$ cat src/sv/assert_macros.svh
// Assertion macros used by the top level of the prime size lookup.
`ifndef ASSERT_MACROS_SVH
`define ASSERT_MACROS_SVH
`ifndef SYNTHESIS
`define NPAL_ASSERT_IMP(lbl, clk, rst, ante, cons) \
   lbl: assert property (@(posedge clk) disable iff (rst) (ante) |-> (cons)) \
      else $error("Assertion failed: same-cycle implication.");
`define NPAL_ASSERT_NEXT(lbl, clk, rst, ante, cons) \
   lbl: assert property (@(posedge clk) disable iff (rst) (ante) |=> (cons)) \
      else $error("Assertion failed: next-cycle implication.");
`else
`define NPAL_ASSERT_IMP(lbl, clk, rst, ante, cons)
`define NPAL_ASSERT_NEXT(lbl, clk, rst, ante, cons)
`endif
`endif

$ cat src/sv/npal_pkg.sv
// Package with constants, the prime table and the control types of the prime size lookup.
package npal_pkg;

   localparam int LIST_LEN          = 72;
   localparam int DEF_TABLE_ENTRIES = 72;
   localparam int IDX_W             = $clog2(LIST_LEN);
   localparam int ENTRY_W           = 23;
   localparam int MIN_W             = 32;
   localparam int SIZE_W            = 31;
   localparam int DIV_W             = 16;
   localparam int SQ_W              = 32;
   localparam int BIT_W             = $clog2(SIZE_W);

   localparam logic [SIZE_W-1:0] SEARCH_LIMIT = 31'h7FFF_FFFF;
   localparam logic [DIV_W-1:0]  FIRST_DIV    = 16'd3;
   localparam logic [SQ_W-1:0]   FIRST_SQ     = 32'd9;
   localparam logic [BIT_W-1:0]  CAND_MSB     = BIT_W'(SIZE_W - 1);

   localparam logic [ENTRY_W-1:0] PRIME_LIST [LIST_LEN] = '{
      23'd3, 23'd7, 23'd11, 23'd17, 23'd23, 23'd29, 23'd37, 23'd47, 23'd59, 23'd71,
      23'd89, 23'd107, 23'd131, 23'd163, 23'd197, 23'd239, 23'd293, 23'd353, 23'd431,
      23'd521, 23'd631, 23'd761, 23'd919, 23'd1103, 23'd1327, 23'd1597, 23'd1931,
      23'd2333, 23'd2801, 23'd3371, 23'd4049, 23'd4861, 23'd5839, 23'd7013, 23'd8419,
      23'd10103, 23'd12143, 23'd14591, 23'd17519, 23'd21023, 23'd25229, 23'd30293,
      23'd36353, 23'd43627, 23'd52361, 23'd62851, 23'd75431, 23'd90523, 23'd108631,
      23'd130363, 23'd156437, 23'd187751, 23'd225307, 23'd270371, 23'd324449,
      23'd389357, 23'd467237, 23'd560689, 23'd672827, 23'd807403, 23'd968897,
      23'd1162687, 23'd1395263, 23'd1674319, 23'd2009191, 23'd2411033, 23'd2893249,
      23'd3471899, 23'd4166287, 23'd4999559, 23'd5999471, 23'd7199369
   };

   typedef struct packed {
      logic load;
      logic scan_next;
      logic set_table;
      logic start_cand;
      logic set_fail;
      logic set_prime;
      logic init_div;
      logic start_rem;
      logic rem_step;
      logic next_div;
      logic next_cand;
      logic load_out;
   } npal_cmd_type;

   typedef struct packed {
      logic scan_hit;
      logic scan_last;
      logic min_small;
      logic cand_at_limit;
      logic sq_over;
      logic rem_last;
      logic rem_zero;
   } npal_sts_type;

endpackage

$ cat src/sv/npal_if.sv
// Request and response channel interfaces of the prime size lookup.
interface npal_req_if;
   logic                valid;
   logic                ready;
   logic signed [31:0]  min_size;

   modport source (output valid, output min_size, input ready);
   modport sink (input valid, input min_size, output ready);
endinterface

interface npal_rsp_if;
   logic         valid;
   logic         ready;
   logic [30:0]  prime_size;
   logic         found;

   modport source (output valid, output prime_size, output found, input ready);
   modport sink (input valid, input prime_size, input found, output ready);
endinterface

$ cat src/sv/next_prime_at_least_core.sv
// Top level of the prime size lookup: controller and datapath, with the response register in the datapath.
// For each request the block returns the first entry of its ascending prime table that is
// not below min_size, or, past the table, the next odd prime found by trial division with
// found set, or min_size itself with found clear when no candidate below 2147483647 remains.
// The table is scanned one entry per cycle. Past the table, each trial divisor takes a bound
// check, one step per bit of the 31-bit candidate in the one-bit-per-cycle restoring
// remainder unit and a remainder check; a composite candidate moves on to the next odd
// candidate, and a prime one ends at its closing bound check. One request is in work at a
// time; the next one is taken while a finished response still waits.
`include "assert_macros.svh"
module next_prime_at_least_core #(
   parameter int TABLE_ENTRIES = npal_pkg::DEF_TABLE_ENTRIES
) (
   input  logic         clock,
   input  logic         reset,
   npal_req_if.sink     req_ch,
   npal_rsp_if.source   rsp_ch
);
   import npal_pkg::*;

   npal_cmd_type cmd;
   npal_sts_type sts;
   logic         fail_rsp;
   logic         size_high;

   npal_ctrl u_ctrl (
      .clock     (clock),
      .reset     (reset),
      .req_valid (req_ch.valid),
      .req_ready (req_ch.ready),
      .rsp_valid (rsp_ch.valid),
      .rsp_ready (rsp_ch.ready),
      .sts       (sts),
      .cmd       (cmd)
   );

   npal_dpath #(
      .TABLE_ENTRIES (TABLE_ENTRIES)
   ) u_dpath (
      .clock      (clock),
      .cmd        (cmd),
      .sts        (sts),
      .min_size   (req_ch.min_size),
      .prime_size (rsp_ch.prime_size),
      .found      (rsp_ch.found)
   );

   assign fail_rsp  = rsp_ch.valid && !rsp_ch.found;
   assign size_high = rsp_ch.prime_size >= 31'd2147483630;

   // A failed search only happens when no odd candidate remains below the search limit.
   `NPAL_ASSERT_IMP(a_fail_high, clock, reset, fail_rsp, size_high)
   // Every reported prime is odd.
   `NPAL_ASSERT_IMP(a_prime_odd, clock, reset, rsp_ch.valid && rsp_ch.found, rsp_ch.prime_size[0])
   // Taking a request starts work, so the request side closes in the next cycle.
   `NPAL_ASSERT_NEXT(a_busy_after_take, clock, reset, req_ch.valid && req_ch.ready, !req_ch.ready)

endmodule

$ cat src/sv/npal_dpath.sv
// Datapath of the prime size lookup: table scan, candidate and divisor registers, remainder unit.
module npal_dpath #(
   parameter int TABLE_ENTRIES = npal_pkg::DEF_TABLE_ENTRIES
) (
   input  logic                                clock,
   input  npal_pkg::npal_cmd_type              cmd,
   output npal_pkg::npal_sts_type              sts,
   input  logic [npal_pkg::MIN_W-1:0]          min_size,
   output logic [npal_pkg::SIZE_W-1:0]         prime_size,
   output logic                                found
);
   import npal_pkg::*;

   localparam int SCAN_LEN = (TABLE_ENTRIES > LIST_LEN) ? LIST_LEN : TABLE_ENTRIES;
   localparam logic [IDX_W-1:0] LAST_IDX = IDX_W'(SCAN_LEN - 1);

   logic [MIN_W-1:0]   min_ff;
   logic [IDX_W-1:0]   idx_ff;
   logic [SIZE_W-1:0]  cand_ff;
   logic [DIV_W-1:0]   div_ff;
   logic [SQ_W-1:0]    sq_ff;
   logic [DIV_W-1:0]   rem_ff;
   logic [BIT_W-1:0]   bit_ff;
   logic [SIZE_W-1:0]  res_ff;
   logic               res_found_ff;
   logic [SIZE_W-1:0]  out_size_ff;
   logic               out_found_ff;

   logic [ENTRY_W-1:0] entry;
   logic [DIV_W:0]     trial;
   logic               fits;
   logic [DIV_W-1:0]   rem_in;

   assign entry = PRIME_LIST[idx_ff];
   assign trial = {rem_ff, cand_ff[bit_ff]};
   assign fits  = trial >= {1'b0, div_ff};
   assign rem_in = fits ? DIV_W'(trial - {1'b0, div_ff}) : trial[DIV_W-1:0];

   always_comb begin
      sts.scan_hit      = min_ff[MIN_W-1] || (MIN_W'(entry) >= min_ff);
      sts.scan_last     = idx_ff == LAST_IDX;
      sts.min_small     = min_ff[MIN_W-1] || (min_ff < MIN_W'(2));
      sts.cand_at_limit = cand_ff == SEARCH_LIMIT;
      sts.sq_over       = sq_ff > {1'b0, cand_ff};
      sts.rem_last      = bit_ff == '0;
      sts.rem_zero      = rem_ff == '0;
   end

   always_ff @(posedge clock) begin
      if (cmd.load) begin
         min_ff <= min_size;
         idx_ff <= '0;
      end
      if (cmd.scan_next) begin
         idx_ff <= idx_ff + IDX_W'(1);
      end
      if (cmd.set_table) begin
         res_ff       <= SIZE_W'(entry);
         res_found_ff <= 1'b1;
      end
      if (cmd.set_fail) begin
         res_ff       <= min_ff[SIZE_W-1:0];
         res_found_ff <= 1'b0;
      end
      if (cmd.set_prime) begin
         res_ff       <= cand_ff;
         res_found_ff <= 1'b1;
      end
      if (cmd.start_cand) begin
         cand_ff <= min_ff[SIZE_W-1:0] | SIZE_W'(1);
      end
      if (cmd.next_cand) begin
         cand_ff <= cand_ff + SIZE_W'(2);
      end
      if (cmd.init_div) begin
         div_ff <= FIRST_DIV;
         sq_ff  <= FIRST_SQ;
      end
      if (cmd.next_div) begin
         div_ff <= div_ff + DIV_W'(2);
         sq_ff  <= sq_ff + SQ_W'({div_ff, 2'b00}) + SQ_W'(4);
      end
      if (cmd.start_rem) begin
         rem_ff <= '0;
         bit_ff <= CAND_MSB;
      end
      if (cmd.rem_step) begin
         rem_ff <= rem_in;
         bit_ff <= bit_ff - BIT_W'(1);
      end
      if (cmd.load_out) begin
         out_size_ff  <= res_ff;
         out_found_ff <= res_found_ff;
      end
   end

   assign prime_size = out_size_ff;
   assign found      = out_found_ff;

endmodule

$ cat src/sv/npal_ctrl.sv
// Controller state machine of the prime size lookup.
module npal_ctrl (
   input  logic                    clock,
   input  logic                    reset,
   input  logic                    req_valid,
   output logic                    req_ready,
   output logic                    rsp_valid,
   input  logic                    rsp_ready,
   input  npal_pkg::npal_sts_type  sts,
   output npal_pkg::npal_cmd_type  cmd
);
   import npal_pkg::*;

   localparam logic [2:0] ST_IDLE   = 3'd0;
   localparam logic [2:0] ST_SCAN   = 3'd1;
   localparam logic [2:0] ST_CAND   = 3'd2;
   localparam logic [2:0] ST_TEST   = 3'd3;
   localparam logic [2:0] ST_DIV    = 3'd4;
   localparam logic [2:0] ST_CHECK  = 3'd5;
   localparam logic [2:0] ST_FINISH = 3'd6;

   logic [2:0] state_ff;
   logic [2:0] state_in;
   logic       rsp_valid_ff;
   logic       rsp_valid_in;

   always_comb begin
      cmd          = '0;
      state_in     = state_ff;
      rsp_valid_in = rsp_valid_ff && !rsp_ready;
      case (state_ff)
         ST_IDLE: begin
            if (req_valid) begin
               cmd.load = 1'b1;
               state_in = ST_SCAN;
            end
         end
         ST_SCAN: begin
            if (sts.scan_hit) begin
               cmd.set_table = 1'b1;
               state_in      = ST_FINISH;
            end else if (sts.scan_last) begin
               if (sts.min_small) begin
                  cmd.set_fail = 1'b1;
                  state_in     = ST_FINISH;
               end else begin
                  cmd.start_cand = 1'b1;
                  state_in       = ST_CAND;
               end
            end else begin
               cmd.scan_next = 1'b1;
            end
         end
         ST_CAND: begin
            if (sts.cand_at_limit) begin
               cmd.set_fail = 1'b1;
               state_in     = ST_FINISH;
            end else begin
               cmd.init_div = 1'b1;
               state_in     = ST_TEST;
            end
         end
         ST_TEST: begin
            if (sts.sq_over) begin
               cmd.set_prime = 1'b1;
               state_in      = ST_FINISH;
            end else begin
               cmd.start_rem = 1'b1;
               state_in      = ST_DIV;
            end
         end
         ST_DIV: begin
            cmd.rem_step = 1'b1;
            if (sts.rem_last) begin
               state_in = ST_CHECK;
            end
         end
         ST_CHECK: begin
            if (sts.rem_zero) begin
               cmd.next_cand = 1'b1;
               state_in      = ST_CAND;
            end else begin
               cmd.next_div = 1'b1;
               state_in     = ST_TEST;
            end
         end
         ST_FINISH: begin
            if (!rsp_valid_ff || rsp_ready) begin
               cmd.load_out = 1'b1;
               rsp_valid_in = 1'b1;
               state_in     = ST_IDLE;
            end
         end
         default: begin
            state_in = ST_IDLE;
         end
      endcase
   end

   always_ff @(posedge clock) begin
      if (reset) begin
         state_ff     <= ST_IDLE;
         rsp_valid_ff <= 1'b0;
      end else begin
         state_ff     <= state_in;
         rsp_valid_ff <= rsp_valid_in;
      end
   end

   assign req_ready = state_ff == ST_IDLE;
   assign rsp_valid = rsp_valid_ff;

endmodule
$ cat src/flat_wrapper.sv
// flat-port wrapper written by rule: the top's interface ports become plain ports
module next_prime_at_least_core_flat import npal_pkg::*;
#(
   parameter int TABLE_ENTRIES = npal_pkg::DEF_TABLE_ENTRIES
)
  (clock, reset, req_ch_valid, req_ch_min_size, req_ch_ready, rsp_ch_valid, rsp_ch_prime_size, rsp_ch_found, rsp_ch_ready);
  npal_req_if req_ch_i ();
  npal_rsp_if rsp_ch_i ();
  input  logic clock;
  input  logic reset;
  input wire logic [$bits(req_ch_i.valid)-1:0] req_ch_valid;
  input wire logic [$bits(req_ch_i.min_size)-1:0] req_ch_min_size;
  output wire logic [$bits(req_ch_i.ready)-1:0] req_ch_ready;
  output wire logic [$bits(rsp_ch_i.valid)-1:0] rsp_ch_valid;
  output wire logic [$bits(rsp_ch_i.prime_size)-1:0] rsp_ch_prime_size;
  output wire logic [$bits(rsp_ch_i.found)-1:0] rsp_ch_found;
  input wire logic [$bits(rsp_ch_i.ready)-1:0] rsp_ch_ready;
  assign req_ch_i.valid = req_ch_valid;
  assign req_ch_i.min_size = req_ch_min_size;
  assign req_ch_ready = req_ch_i.ready;
  assign rsp_ch_valid = rsp_ch_i.valid;
  assign rsp_ch_prime_size = rsp_ch_i.prime_size;
  assign rsp_ch_found = rsp_ch_i.found;
  assign rsp_ch_i.ready = rsp_ch_ready;
  next_prime_at_least_core #(.TABLE_ENTRIES(TABLE_ENTRIES)) u_core (.clock(clock), .reset(reset), .req_ch(req_ch_i), .rsp_ch(rsp_ch_i));
endmodule
$ cat config.mk
export PLATFORM = sky130hd
export DESIGN_NAME = next_prime_at_least_core_flat
export DESIGN_NICKNAME = d
export VERILOG_FILES = /design/src/sv/npal_pkg.sv /design/src/sv/npal_if.sv /design/src/sv/next_prime_at_least_core.sv /design/src/sv/npal_dpath.sv /design/src/sv/npal_ctrl.sv /design/src/flat_wrapper.sv
export VERILOG_INCLUDE_DIRS = /design/src /design/src/sv
export SDC_FILE = /design/constraint.sdc
export NUM_CORES = 1
export LEC_CHECK = 0
export ABC_AREA = 0
export BUFFER_PORTS_ARGS = -buffer_cell sky130_fd_sc_hd__clkbuf_2
export CORE_UTILIZATION = 50
export CTS_CLUSTER_SIZE = 12
export DETAILED_ROUTE_END_ITERATION = 12
export GPL_TIMING_DRIVEN = 0
export MAX_ROUTING_LAYER = met4
export PLACE_DENSITY = 0.76
export RECOVER_POWER = 50
export SYNTH_ARGS = -nofsm -noshare
export SYNTH_HDL_FRONTEND = slang
export SYNTH_SLANG_ARGS = --single-unit
$ cat constraint.sdc
create_clock -name clock -period 5.6 [get_ports clock]
set_clock_uncertainty 0.15 [all_clocks]
set_input_delay 0.56 -clock clock [delete_from_list [all_inputs] [get_ports clock]]
set_output_delay 0.56 -clock clock [all_outputs]
set_load 0.02 [all_outputs]
# Word level (Yosys, flattened, before mapping)
# Memory sizes are Yosys's and may differ from the RTL's.
# Cells that the tools add are included.
[totals]
wordCells = 114
reg_bits = 207
inputBits = 36
memories = 1
out_inout_bits = 34
rom_bits = 2944
[mem_list]
columns = ["memory", "depth", "word_bits", "rd", "rd_clocked_by_memory_dff", "wr", "line", "rtl"]
rows = [
  ["(name not given)", 128, 23, 1, 0, 0, "npal_dpath.sv:34", "assign entry = PRIME_LIST[idx_ff];"],
]
[classes]
bitwise_logic = 1
n_eq_ne = 12
add_sub_neg = 7
muxes = 58
n_lt_le_gt_ge = 6
reduce_logical = 16
[op_table]
columns = ["operator", "n"]
rows = [
  ["$mux 31", 5],
  ["$mux 16", 5],
  ["$mux 32", 2],
  ["$mux 23", 2],
  ["$add 32x18->32", 1],
  ["$add 32x3->32 const B", 1],
  ["$ge 23x32->1", 1],
  ["$gt 32x31->1", 1],
  ["$lt 32x2->1 const B", 1],
  ["$add 31x2->31 const B", 1],
  ["$eq 31x31->1 const B", 1],
  ["$mux 1", 25],
  ["$mux 3", 8],
  ["$pmux 3 s7", 1],
  ["$ge 17x16->1", 1],
  ["$add 16x2->16 const B", 1],
  ["$logic_not 16->1", 1],
  ["$sub 16x16->16", 1],
  ["$mux 7", 2],
  ["$mux 5", 2],
  ["$reduce_bool 2->1", 5],
  ["$eq 3x3->1 const B", 3],
  ["$ge 8x8->1 const B", 1],
  ["$mux 2", 4],
  ["19 further kinds", 24],
]

# Longest topological paths before layout
[depth]
ltp_word = 11
depth_mapped = 21
mapped_depth_nobuf = 19

# Cells and area by module
# From an unflattened synthesis, not the netlist that was laid out.
[hier_totals]
cells_unflattened = 1431
hier_area_um2 = 13873.3
[modules_own_cells]
columns = ["module", "instances", "area_per_inst_um2", "cells_each", "seq_area_each_um2"]
rows = [
  ["npal_dpath", 1, 13489.2, 1379, 5935.7],
  ["npal_ctrl", 1, 384.1, 52, 80.1],
]

# Worst setup path after synthesis
# No wires, ideal clock.
[synth_timing]
path_type = "register to register"
start = "reg u_core.u_dpath.cand_ff[1]"
end = "reg u_core.u_dpath.div_ff[10], enable pin"
slack_ns = 0.602
setup_ns = 0.506
arrival_ns = 4.342
path_stages_with_launch = 7
path_buffers = 0
cell_sequence = "edfxtp_1 -> ha_1 -> and3_1 -> nand3_1 -> or3_1 -> nor3_2 -> o21ai_0"
[synth_between]
elab_chain_len = 4
[synth_lines]
columns = ["element", "line", "rtl"]
rows = [
  ["start: declaration", "npal_dpath.sv:19", "logic [SIZE_W-1:0] cand_ff;"],
  ["start signal: assignment", "npal_dpath.sv:70", "cand_ff <= min_ff[SIZE_W-1:0] | SIZE_W'(1);"],
  ["start signal: assignment", "npal_dpath.sv:73", "cand_ff <= cand_ff + SIZE_W'(2);"],
  ["$eq 31x31->1", "npal_dpath.sv:43", "sts.cand_at_limit = cand_ff == SEARCH_LIMIT;"],
  ["$mux 1", "npal_ctrl.sv:55", "if (sts.cand_at_limit) begin"],
  ["$mux 1", "npal_ctrl.sv:31", "case (state_ff)"],
  ["$reduce_bool 2->1 (no line)", "--", ""],
  ["end signal: assignment", "npal_dpath.sv:80", "div_ff <= div_ff + DIV_W'(2);"],
  ["end: declaration", "npal_dpath.sv:20", "logic [DIV_W-1:0] div_ff;"],
]
# No other way between the ends.
# A chain may end at the register's enable or synchronous reset.

# Final worst setup path
[layout_timing]
start = "reg u_core.u_dpath.idx_ff[2]"
end = "reg u_core.u_dpath.res_ff[18] (data pin)"
[layout_between]
elab_chain_len = 10
elab_cells_between_ends = 13
[layout_lines]
columns = ["element", "line", "rtl"]
rows = [
  ["start: declaration", "npal_dpath.sv:18", "logic [IDX_W-1:0] idx_ff;"],
  ["start signal: assignment", "npal_dpath.sv:55", "idx_ff <= idx_ff + IDX_W'(1);"],
  ["$not 7->8 (implied by the code)", "npal_dpath.sv:34", ""],
  ["$mem_v2 128x23", "--", ""],
  ["$mux 23 (implied by the code) (2 in series)", "npal_dpath.sv:34", ""],
  ["$ge 23x32->1", "npal_dpath.sv:40", "sts.scan_hit = min_ff[MIN_W-1] || (MIN_W'(entry) >= min_ff);"],
  ["$logic_or 1x1->1", "npal_dpath.sv:40", ""],
  ["$mux 2", "npal_ctrl.sv:39", "if (sts.scan_hit) begin"],
  ["$pmux 1 s2", "npal_ctrl.sv:31", ""],
  ["$mux 31 (*)", "npal_dpath.sv:61", "if (cmd.set_fail) begin"],
  ["$mux 31 (*)", "npal_dpath.sv:65", "if (cmd.set_prime) begin"],
  ["end signal: assignment", "npal_dpath.sv:58", "res_ff <= SIZE_W'(entry);"],
  ["end signal: assignment", "npal_dpath.sv:62", "res_ff <= min_ff[SIZE_W-1:0];"],
  ["end signal: assignment", "npal_dpath.sv:66", "res_ff <= cand_ff;"],
  ["end: declaration", "npal_dpath.sv:24", "logic [SIZE_W-1:0] res_ff;"],
]
# Every way passes the cells marked *; elsewhere a longest branch is shown, timed or not. The select of a mux whose other input is x is not followed.

==> impl_results.rst <==
.. list-table::
   :header-rows: 1

   * - Metric
     - Value
   * - Post-route worst setup slack
     - 121 ps
   * - Worst reg-to-reg setup slack
     - 120 ps
   * - Hold Startpoint
     - req_ch_min_size[3]
   * - Iteration-0 DRC Markers
     - approximately 1,400
   * - Mux cell area share after synthesis
     - 0.0300
   * - Asr flop ratio synth
     - 0
   * - Non-filler cells in the finished layout
     - 1,939
   * - Clock buffers created by TritonCTS
     - 24
   * - Worst Path Class, Setup
     - flop to flop
   * - Number of synthesized flops with an enable pin
     - about 200
   * - Max FO, Critical Path
     - 10
   * - Post-placement worst setup slack
     - -536 ps
   * - Longest individual stage delay on the worst path
     - 540 ps
   * - Worst Setup Start Kind
     - flop
   * - Crit Reg-Reg Startpoint
     - u_core.u_dpath.idx_ff[2]
   * - Via count normalized by instance count
     - 6.22
   * - Worst endpoint data arrival time
     - 5580 ps
   * - Violated checks
     - capacitance limit, slew limit
   * - Category of cells accounting for the largest share of critical-path delay
     - compound AO/OA/AOI/OAI gates
   * - Proportion of synthesized chip area in sequential cells
     - 0.434
   * - Number of ports placed on the die boundary
     - 70
   * - XOR/XNOR Fraction of Synth Area
     - 0.0480
   * - Buf/Inv on CP
     - 5
   * - Number of nets at the end of the flow
     - between 1,500 and 2,000
   * - Port Buffers
     - 69
   * - Count of vias placed by the detailed router
     - roughly 12,000
   * - Avg Cell Area, Syn
     - 9.63 sq um
   * - Worst min path class
     - input port to flop
   * - Clock latency on the worst-skew pair
     - about 530 ps
   * - Placed cell count
     - 1,884
   * - Flop and latch count out of synthesis
     - 202
   * - Global-route wire length before repair
     - 63,700 microns
   * - Final design utilization
     - 0.579
   * - Number of inserted filler cells in the final layout
     - 2,355
   * - Routability cong.
     - 1.03
   * - DPL Wire Length
     - just over 30,000 microns
   * - TritonCTS clock tree
     - done
   * - Number of standard-cell rows in the floorplan
     - 60
   * - Iteration count of the initial detailed-routing pass
     - 7
   * - Deepest clock path buffer count
     - 3
   * - Clock sink count
     - 202
   * - Final number of hold-violating endpoints
     - 0
   * - Initial standard-cell utilization of the core
     - 0.512
   * - Synth warn
     - 0
   * - Floorplan die area
     - 28,400 sq um
   * - Setup Total Neg Slack
     - 0 ps
   * - GRT Total Usage
     - 0.300
   * - DRC Markers
     - 0
   * - Power per Cell Area
     - 532 nW/um^2
   * - Worst hold path stage count
     - 1
   * - Core box area
     - 27,100 sq um
   * - Critical path's slowest cell
     - sky130_fd_sc_hd__edfxtp_1
   * - Final critical-path required period
     - 5480 ps
   * - Setup repair after global routing missed its margin
     - false
   * - Area fraction in and, or, nand and nor cells after synthesis
     - 0.165
   * - Die outline height
     - 169 microns
   * - CTS Hold Buffers Added
     - 0
   * - Antenna-violating nets left
     - 0
   * - Number of global-route vias before repair
     - 11,486
   * - Cell depth of the worst flop-to-flop path
     - 20
   * - Adder-Cell Fraction of Synth Area
     - 0.102
   * - Number of antenna violations at the first check in global routing
     - 2
   * - Horizontal die dimension
     - ~170 microns
   * - # setup viols final
     - 0
   * - Mapped Area
     - roughly 14,000 sq um
   * - Largest net degree at the start of global routing
     - 34
   * - Max-slew violations
     - 55
   * - FMAX
     - between 150 and 200 MHz
   * - Status
     - finished, violations left
   * - Least-Margin Pin Slew
     - 3340 ps
   * - Crit path cell chain
     - inv_1 > clkbuf_1 > clkbuf_2 > nand2_1 > mux2i_1 > o21ai_0 > nand2_1 > o21ai_0 > mux2i_1 > inv_1 > ha_1 > nand4_1 > nor2_1 > nand2_1 > a211oi_1 > nor3_2 > o2111a_1 > a221o_1 > clkbuf_2 > o21ai_1
   * - Synth Flop Type
     - sky130_fd_sc_hd__edfxtp_1
   * - Routed wire length per instance
     - 21.4 microns
   * - Most numerous cell on the critical path
     - sky130_fd_sc_hd__nand2_1
   * - Combinational family with the most area after synthesis
     - compound AO/OA/AOI/OAI gates
   * - Slew margin rel.
     - -1.25
   * - Total Power
     - 8.35 mW
   * - Maximum VDD drop
     - 280 uV
   * - Crit end category
     - flop
   * - Synthesis-to-finish area growth
     - 13.2%
   * - Post-synth net total
     - 1,588
   * - Synth Area in Compound Gates
     - 0.167
   * - Root buffer selected by CTS
     - sky130_fd_sc_hd__clkbuf_16
   * - Period Utilization, post-route
     - 0.978
   * - Worst min-delay path endpoint
     - u_core.u_dpath.min_ff[3]
   * - Fraction of final layout cells sized beyond drive strength 1
     - 0.0862
   * - Cell count after synthesis
     - 1,440
   * - Worst-path clk slew
     - 60 ps
   * - Max-capacitance violation count
     - 2
   * - Sum of routed wire length over all layers
     - 41,500 microns
   * - Reg-to-reg endpoint
     - u_core.u_dpath.res_ff[18]
   * - Static power due to leakage
     - 6.17 nW
   * - Number of unique standard cell types used by synthesis
     - 80
   * - Total number of H-tree levels
     - 1
   * - Sum of overflow across all layers after global routing
     - 0
   * - Required time worst endpoint
     - 5710 ps
-- where the power goes --
group          leakage (nW)  total, mW  switching, mW  internal (mW)
sequential             1.85       2.43          0.269           2.16
clock                 0.422       1.72          0.615           1.10
combinational          3.90       4.20           2.69           1.51
-- registers in the layout, summed over array words and instances (netlist names) --
| signal | cells |
|---|---|
| u_core.u_dpath.sq_ff | 29 |
| u_core.u_dpath.bit_ff | 5 |
| u_core.u_dpath.idx_ff | 7 |
| u_core.u_dpath.res_found_ff | 1 |
| u_core.u_dpath.cand_ff | 30 |
| u_core.u_ctrl.state_ff | 3 |
| u_core.u_dpath.div_ff | 15 |
| u_core.u_dpath.min_ff | 32 |
| u_core.u_ctrl.rsp_valid | 1 |
| u_core.u_dpath.found | 1 |
| u_core.u_dpath.rem_ff | 16 |
| u_core.u_dpath.res_ff | 31 |
| u_core.u_dpath.prime_size | 31 |
-- metal layers --
| layer | vias up | track usage | share of wire |
|---|---|---|---|
| met5 | - | - | 0 |
| met4 | 0 | 0.0988 | 0.030 |
| met3 | 111 | 0.0701 | 0.12 |
| met2 | 741 | 0.441 | 0.43 |
| met1 | 5678 | 0.408 | 0.41 |
| li1 | 5523 | - | - |
-- cells in the mapped netlist, types with 7 or more instances --
library cell                 n  area share
sky130_fd_sc_hd__edfxtp_1  197        0.43
sky130_fd_sc_hd__nor2_1    129       0.035
sky130_fd_sc_hd__nand2_1   119       0.032
sky130_fd_sc_hd__inv_1     114       0.031
sky130_fd_sc_hd__ha_1      110       0.099
sky130_fd_sc_hd__a21oi_1    93       0.034
sky130_fd_sc_hd__o21ai_0    88       0.032
sky130_fd_sc_hd__xnor2_1    63       0.040
sky130_fd_sc_hd__clkbuf_1   49       0.013
sky130_fd_sc_hd__nand3_1    47       0.017
sky130_fd_sc_hd__a21o_1     30       0.016
sky130_fd_sc_hd__nor3_1     29       0.010
sky130_fd_sc_hd__mux2i_1    28       0.020
sky130_fd_sc_hd__a22oi_1    24       0.013
sky130_fd_sc_hd__nand4_1    24       0.011
sky130_fd_sc_hd__nor4_1     20      0.0090
sky130_fd_sc_hd__nor2b_1    19      0.0086
sky130_fd_sc_hd__nand2b_1   18      0.0081
sky130_fd_sc_hd__and3_1     17      0.0077
sky130_fd_sc_hd__a31oi_1    13      0.0059
sky130_fd_sc_hd__buf_1      13      0.0035
sky130_fd_sc_hd__xor2_1     13      0.0082
sky130_fd_sc_hd__a211oi_1   11      0.0060
sky130_fd_sc_hd__or3_1      11      0.0050
sky130_fd_sc_hd__a22o_1      9      0.0057
sky130_fd_sc_hd__o31ai_1     9      0.0049
sky130_fd_sc_hd__and2_1      8      0.0036
sky130_fd_sc_hd__o211ai_1    8      0.0043
sky130_fd_sc_hd__and4_1      7      0.0044
sky130_fd_sc_hd__or2_2       7      0.0032
-- cells in the final DEF, fill, tap and decap left out, types with 45 or more instances in the layout --
cell / n
sky130_fd_sc_hd__o21ai_0: 74
sky130_fd_sc_hd__clkbuf_1: 84
sky130_fd_sc_hd__nor2_1: 129
sky130_fd_sc_hd__nand3_1: 47
sky130_fd_sc_hd__a21oi_1: 93
sky130_fd_sc_hd__inv_1: 112
sky130_fd_sc_hd__nand2_1: 119
sky130_fd_sc_hd__clkbuf_2: 45
sky130_fd_sc_hd__xnor2_1: 63
sky130_fd_sc_hd__ha_1: 110
sky130_fd_sc_hd__edfxtp_1: 197
-- stage by stage --
stage / instance area [sq um] / hold slack, ps
2_1_floorplan: 13900 / 250
3_3_place_gp: 14700 / 251
3_5_place_dp: 14800 / 255
4_1_cts: 15700 / 41.1
5_1_grt: 15700 / 37.7
6_report: 15700 / 50.3
-- worst max-delay path by stage --
stage | startpoint | end | slack, ps | cells past startpoint
final | u_core.u_dpath.idx_ff[2] | u_core.u_dpath.res_ff[18] | 120 | 20
after global routing | u_core.u_dpath.idx_ff[4] | u_core.u_dpath.idx_ff[2] | 20 | 17
after CTS | u_core.u_dpath.idx_ff[1] | u_core.u_dpath.res_ff[17] | 40 | 18
after detailed placement | u_core.u_dpath.idx_ff[0] | u_core.u_dpath.cand_ff[14] | -540 | 16
after global placement | u_core.u_dpath.cand_ff[1] | u_core.u_dpath.div_ff[4] | -1070 | 6
after floorplan | u_core.u_dpath.cand_ff[1] | u_core.u_dpath.div_ff[10] | 600 | 6
-- area by class of cell --
class | instances | area [sq um] | share of cell area
Multi-Input combinational cell | 1053 | 7140 | 0.455
Sequential cell | 202 | 6020 | 0.383
Clock buffer | 32 | 662 | 0.0422
Tap cell | 372 | 465 | 0.0297
Timing Repair Buffer | 82 | 435 | 0.0277
Inverter | 114 | 435 | 0.0277
Buffer | 71 | 327 | 0.0208
Clock inverter | 12 | 214 | 0.0136
Antenna cell | 1 | 2.50 | 0.000159
-- kinds of logic after synthesis --
group	after synthesis
compound gates	358
xor+xnor	76
fa+ha+maj	112
buf+inv	186
flops	202
mux	35
simple gates	471
-- timing repair --
action / in CTS / in global routing
pin swaps: 1 / 0
setup endpoints to repair: 97 / 101
buffers inserted: 3 / 7
hold endpoints to repair: 0 / 0
gates cloned: 1 / 0
gates resized for setup: 10 / 30
Power figures use the tool's default switching activity.
